===== src/rtl/hsvrgb_pkg.sv =====
// Constants for the HSV to RGB converter: reciprocal multipliers and sector codes.
// No dependencies.
package hsvrgb_pkg;

  // h / 60 as (h * SECT_RECIP) >> SECT_SHIFT, exact for any 9-bit hue
  localparam logic [10:0] SECT_RECIP = 11'd1093;
  localparam int unsigned SECT_SHIFT = 16;

  // floor(h * 1000 / 60) as (h * FRAC_RECIP) >> FRAC_SHIFT, exact for any 9-bit hue
  localparam logic [20:0] FRAC_RECIP = 21'd1092300;
  localparam int unsigned FRAC_SHIFT = 16;

  // x / 255 for any 16-bit x
  localparam logic [15:0] DIV255_RECIP = 16'd32897;
  localparam int unsigned DIV255_SHIFT = 23;

  // x / 255000 for any 26-bit x
  localparam logic [27:0] DIV255K_RECIP = 28'd137977930;
  localparam int unsigned DIV255K_SHIFT = 45;

  // x / 1000 for any 18-bit x
  localparam logic [18:0] DIV1K_RECIP = 19'd268436;
  localparam int unsigned DIV1K_SHIFT = 28;

  localparam logic [9:0] FRAC_ONE = 10'd1000;
  localparam logic [7:0] CHAN_MAX = 8'd255;

  // colour wheel sectors
  localparam logic [3:0] SECT_RED_YEL = 4'd0;
  localparam logic [3:0] SECT_YEL_GRN = 4'd1;
  localparam logic [3:0] SECT_GRN_CYN = 4'd2;
  localparam logic [3:0] SECT_CYN_BLU = 4'd3;
  localparam logic [3:0] SECT_BLU_MAG = 4'd4;
  localparam logic [3:0] SECT_MAG_RED = 4'd5;

endpackage


===== src/rtl/hsv_to_rgb_converter.sv =====
// HSV to RGB converter, seven-stage pipeline.
// Depends on hsvrgb_pkg.
//
//  channel  | ports                                 | handshake
//  ---------+---------------------------------------+-------------------------
//  colour in| hue_i, saturation_i, level_i          | start_i while !busy_o
//  colour out| red_o, green_o, blue_o               | done_o, one cycle each
//
// One colour per clock; each result passes through stages 1 to 6 and the output word, then done_o rises.
// The reciprocal multipliers feed stages 2, 3 and 5 and the output word.
// busy_o is never raised: the receiver cannot stall, so nothing backs up.
// Reset clears the valid bits only; data registers are not reset.
module hsv_to_rgb_converter
  import hsvrgb_pkg::*;
#(
  parameter int unsigned HUE_LIMIT = 360
) (
  input  logic       clk_i,
  input  logic       rst_ni,
  input  logic       start_i,
  output logic       busy_o,
  input  logic [8:0] hue_i,
  input  logic [7:0] saturation_i,
  input  logic [7:0] level_i,
  output logic       done_o,
  output logic [7:0] red_o,
  output logic [7:0] green_o,
  output logic [7:0] blue_o
);

  logic [6:0] vld_q;

  // stage 1: hue, forced to zero at or above HUE_LIMIT
  logic [8:0] h1_q;
  logic [7:0] s1_q, v1_q;

  // stage 2: sector, scaled hue, level * saturation
  logic [3:0]  sec2_q;
  logic [13:0] hf2_q;
  logic [15:0] vs2_q;
  logic [7:0]  s2_q, v2_q;

  // stage 3: fraction, p
  logic [3:0]  sec3_q;
  logic [9:0]  frac3_q;
  logic [15:0] vs3_q;
  logic [7:0]  s3_q, v3_q, p3_q;

  // stage 4: products for q and t
  logic [3:0]  sec4_q;
  logic [25:0] y4_q;
  logic [17:0] x4_q;
  logic [7:0]  s4_q, v4_q, p4_q;

  // stage 5: q and the t weight
  logic [3:0] sec5_q;
  logic [7:0] s5_q, v5_q, p5_q, q5_q, w5_q;

  // stage 6: level * weight
  logic [3:0]  sec6_q;
  logic [15:0] vw6_q;
  logic [7:0]  s6_q, v6_q, p6_q, q6_q;

  // output word
  logic [7:0] red_q, green_q, blue_q;

  logic [8:0]  h1_d;
  logic [19:0] sec_prod;
  logic [29:0] hf_prod;
  logic [13:0] sec_k;
  logic [13:0] frac_d;
  logic [31:0] p_prod;
  logic [9:0]  frac_inv;
  logic [53:0] q_prod;
  logic [36:0] t_prod;
  logic [7:0]  q_div, t_w_div;
  logic [31:0] vw_prod;
  logic [7:0]  t7;
  logic [7:0]  red_d, green_d, blue_d;

  assign busy_o = 1'b0;

  assign h1_d = (hue_i >= 9'(HUE_LIMIT)) ? 9'd0 : hue_i;

  assign sec_prod = 20'(h1_q) * 20'(SECT_RECIP);
  assign hf_prod  = 30'(h1_q) * 30'(FRAC_RECIP);

  assign sec_k  = 14'(sec2_q) * 14'(FRAC_ONE);
  assign frac_d = hf2_q - sec_k;
  assign p_prod = 32'(vs2_q) * 32'(DIV255_RECIP);

  assign frac_inv = FRAC_ONE - frac3_q;

  assign q_prod  = 54'(y4_q) * 54'(DIV255K_RECIP);
  assign t_prod  = 37'(x4_q) * 37'(DIV1K_RECIP);
  assign q_div   = q_prod[DIV255K_SHIFT +: 8];
  assign t_w_div = t_prod[DIV1K_SHIFT +: 8];

  assign vw_prod = 32'(vw6_q) * 32'(DIV255_RECIP);
  assign t7      = vw_prod[DIV255_SHIFT +: 8];

  always_comb begin
    if (s6_q == 8'd0) begin
      red_d   = v6_q;
      green_d = v6_q;
      blue_d  = v6_q;
    end else begin
      case (sec6_q)
        SECT_RED_YEL: begin red_d = v6_q; green_d = t7;   blue_d = p6_q; end
        SECT_YEL_GRN: begin red_d = q6_q; green_d = v6_q; blue_d = p6_q; end
        SECT_GRN_CYN: begin red_d = p6_q; green_d = v6_q; blue_d = t7;   end
        SECT_CYN_BLU: begin red_d = p6_q; green_d = q6_q; blue_d = v6_q; end
        SECT_BLU_MAG: begin red_d = t7;   green_d = p6_q; blue_d = v6_q; end
        SECT_MAG_RED: begin red_d = v6_q; green_d = p6_q; blue_d = q6_q; end
        default: begin
          red_d   = 8'd0;
          green_d = 8'd0;
          blue_d  = 8'd0;
        end
      endcase
    end
  end

  always_ff @(posedge clk_i or negedge rst_ni) begin
    if (!rst_ni) begin
      vld_q <= '0;
    end else begin
      vld_q <= {vld_q[5:0], start_i & ~busy_o};
    end
  end

  always_ff @(posedge clk_i) begin
    h1_q <= h1_d;
    s1_q <= saturation_i;
    v1_q <= level_i;

    sec2_q <= sec_prod[SECT_SHIFT +: 4];
    hf2_q  <= hf_prod[FRAC_SHIFT +: 14];
    vs2_q  <= 16'(v1_q) * 16'(s1_q);
    s2_q   <= s1_q;
    v2_q   <= v1_q;

    sec3_q  <= sec2_q;
    frac3_q <= frac_d[9:0];
    vs3_q   <= vs2_q;
    s3_q    <= s2_q;
    v3_q    <= v2_q;
    p3_q    <= v2_q - p_prod[DIV255_SHIFT +: 8];

    sec4_q <= sec3_q;
    y4_q   <= 26'(vs3_q) * 26'(frac3_q);
    x4_q   <= 18'(s3_q) * 18'(frac_inv);
    s4_q   <= s3_q;
    v4_q   <= v3_q;
    p4_q   <= p3_q;

    sec5_q <= sec4_q;
    s5_q   <= s4_q;
    v5_q   <= v4_q;
    p5_q   <= p4_q;
    q5_q   <= v4_q - q_div;
    w5_q   <= CHAN_MAX - t_w_div;

    sec6_q <= sec5_q;
    vw6_q  <= 16'(v5_q) * 16'(w5_q);
    s6_q   <= s5_q;
    v6_q   <= v5_q;
    p6_q   <= p5_q;
    q6_q   <= q5_q;

    red_q   <= red_d;
    green_q <= green_d;
    blue_q  <= blue_d;
  end

  assign done_o  = vld_q[6];
  assign red_o   = red_q;
  assign green_o = green_q;
  assign blue_o  = blue_q;

endmodule

===== config.mk =====
export PLATFORM = sky130hd
export DESIGN_NAME = hsv_to_rgb_converter
export DESIGN_NICKNAME = d
export VERILOG_FILES = /design/src/rtl/hsvrgb_pkg.sv /design/src/rtl/hsv_to_rgb_converter.sv
export SDC_FILE = /design/constraint.sdc
export NUM_CORES = 2
export LEC_CHECK = 0
export BUFFER_PORTS_ARGS = -buffer_cell sky130_fd_sc_hd__buf_2
export CAP_MARGIN = 40
export CORE_AREA = 2 2 391 393
export DETAILED_ROUTE_END_ITERATION = 8
export DIE_AREA = 0 0 393 395
export GPL_ROUTABILITY_DRIVEN = 1
export SKIP_CTS_REPAIR_TIMING = 1
export SLEW_MARGIN = 10
export SYNTH_ARGS = -nofsm -noshare
export SYNTH_HDL_FRONTEND = slang
export SYNTH_SLANG_ARGS = --single-unit

===== constraint.sdc =====
create_clock -name clk_i -period 7.92 [get_ports clk_i]
set_input_delay 0.396 -clock clk_i [delete_from_list [all_inputs] [get_ports clk_i]]
set_output_delay 0.396 -clock clk_i [all_outputs]
set_load 0.03 [all_outputs]

==> impl_results.md <==
- Status: finished, final reports clean
- Routed via count: 25100
- Critical path launch point type: flop
- Number of global-route vias before repair: 26700
- Reg-to-reg endpoint: q5_q[7]
- Commonest non-fill, non-tap cell in the layout: ha_1
- Hold_sp: hue_i[2]
- Drt initial violations: 1262
- Remaining antenna violation count: 0
- Die footprint: 155000 µm²
- Worst setup margin: 0.493 ns
- WHS Path Cells: 2
- Most common cell type on the critical path: fa_1
- Syn Area/Cell: 9.95 µm²
- Max-Slew Margin vs Limit: 0.375
- Mapped cell area: 37500 µm²
- # fillers: 15900
- Reg2Reg Setup Slack: 0.49 ns
- CTS tree: yes
- Core area: 151000 µm²
- Worst-path clk slew: 0.05 ns
- Synth top area share: 0.279
- Synth Register Bits: 324
- I/O Buffers: 52
- Synth area leaders: ha_1 28%, fa_1 26%, dfxtp_1 17%
- Hold Crit Class: input port to flop
- Gpl congestion: 0.880
- Layout cells sized above 1: 0.0405
- Yosys cell types: 74
- First-pass iteration count of the detailed router: 5
- Setup crit end kind: flop
- Final setup vio count: 0
- Total track usage: 0.109
- Area of the multi-input gates: 27800 µm²
- Fin crit share: 0.938
- Die W: 393 µm
- Initial Utilization: 0.248
- CTS Buf Count: 37
- Synth async-reset ratio: 0.0216
- Clock tree sinks: 324
- Crit path max-delay cell type: fa_1
- Clk_lat worst skew: 0.59 ns
- H-tree levels: 2
- Yosys warning total: 0
- Initial antenna violation count: 4
- Routed vias/inst: 4.24
- Register Area: 6520 µm²
- Num rows: 143
- Clk Tree Root Cell: clkbuf_16
- RSZ-0062 raised after global routing: no
- HPWL Detailed: 69700 µm
- Dominant synthesized flop cell: dfxtp_1
- Commonest cells after routing, fill and taps aside: 836 x ha_1, 802 x inv_1, 487 x fa_1
- Max incr delay on CP: 0.59 ns
- Final Hold Vio Count: 0
- Ports: 54
- Diodes inserted: 0
- Post-DP Area: 40300 µm²
- Global route total overflow: 0
- Max Slew Vio Count: 0
- Avg WL per Cell: 13.9 µm
- Clock skew: 0.0329 ns
- Synth Instances: 3771
- MaxCap Viol Count: 0
- Max Fclk: 135 MHz
- Global-route wire length before repair: 138000 µm
- Layout Area Growth over Synthesis: 11.2%
- Post-Route Utilization: 0.276
- R2R Path Start: y4_q[8]
- Post-synth EDFFs: 0
- R2R cell count: 29
- Worst Path Max Fanout: 8
- Tmin final: 7.43 ns
- Seq/Total Area, Yosys: 0.174
- Required time of the critical path: 8.34 ns
- CP arrival: 7.85 ns
- Die height: 395 µm
- Design Area, Final: 41800 µm²
- CTS max path bufs: 3
- CP Class: flop to flop
- Yosys top cell by area: ha_1
- Syn nets: 5122
- Worst-Margin Slew: 0.930 ns
- Pre-CTS setup slack: 0.457 ns
- Layout Nets: 5202
- Residual DRC: 0
- Largest net degree at the start of global routing: 27
- Fin Setup TNS: 0 ns
- Final wirelength: 82300 µm
- Hold worst-path end: h1_q[2]
==> layout make-up <==
cell class	count	share of cell area
Tap cell	2030	0.0608
Inverter	802	0.0721
Clock buffer	47	0.0238
Sequential cell	324	0.156
Timing Repair Buffer	95	0.0152
Clock inverter	21	0.00617
Multi-Input combinational cell	2591	0.666
==> logic make-up (layout without fill, tap and decap cells) <==
kind of cell,after synthesis,in the layout,share of synthesized area
adders and majority gates,1323,1323,0.538
buffers and inverters,856,965,0.0858
and+or+nand+nor,714,714,0.0945
AOI/OAI and AO/OA,420,420,0.0763
DFF,324,324,0.174
xor gates and xnor gates,130,130,0.0303
muxes,3,3,0.000867
other,1,1,0.0000999
==> worst max-delay path: cells and delay by family, from the launching register on <==
family,cells,cell delay [ns]
flops,1,0.55
compound gates,9,1.67
fa+ha+maj,9,3.82
xor+xnor,3,0.54
simple gates,3,0.39
buf+inv,5,0.29
==> worst max path at each step <==
stage          startpoint      end  slack (ns)  depth (start not counted)
6_report          y4_q[8]  q5_q[7]        0.49                         29
5_1_grt          y4_q[25]  q5_q[7]        0.02                         28
4_1_cts           y4_q[8]  q5_q[7]        0.45                         29
3_5_place_dp      y4_q[8]  q5_q[7]        0.46                         29
3_3_place_gp      y4_q[8]  q5_q[7]        0.51                         29
2_1_floorplan     y4_q[6]  q5_q[7]        0.89                         31
==> per-stage QoR <==
stage / hold WS, ns / std cells
2_1_floorplan: 0.100 / 3771
3_3_place_gp: 0.226 / 5819
3_5_place_dp: 0.232 / 5821
4_1_cts: -0.399 / 5889
5_1_grt: 0.00381 / 5910
6_report: 0.0194 / 5910
==> flip-flops by register name, summed over array words and instances (netlist names), 9 cells and up <==
signal / flops
frac3_q: 10
h1_q: 9
hf2_q: 10
vs2_q: 16
vs3_q: 16
vw6_q: 16
x4_q: 18
y4_q: 26
==> per-layer routing <==
layer	vias up	global-route usage	wire, µm	share of wire
met1	12300	0.152	40000	0.49
met3	89	0.0160	3810	0.046
met5	-	0	0	0
met2	423	0.179	37300	0.45
met4	0	0.0200	1250	0.015
li1	12300	-	-	-
==> cells in the mapped netlist (all sizes together) (16+ instances only) <==
master,count
clkbuf,49
inv,802
o21bai,17
fa,487
o21ai,67
and2,212
a21oi,116
ha,836
nand2,266
nor2b,24
nor3,27
o211ai,25
nand3,34
a222oi,18
xnor2,89
nor2,78
xor2,41
dfxtp,317
a21o,58
a211oi,16
Power is left out: the tool's default activity adds up to more than one toggle a clock period on the data nets, which glitch-free logic cannot reach.
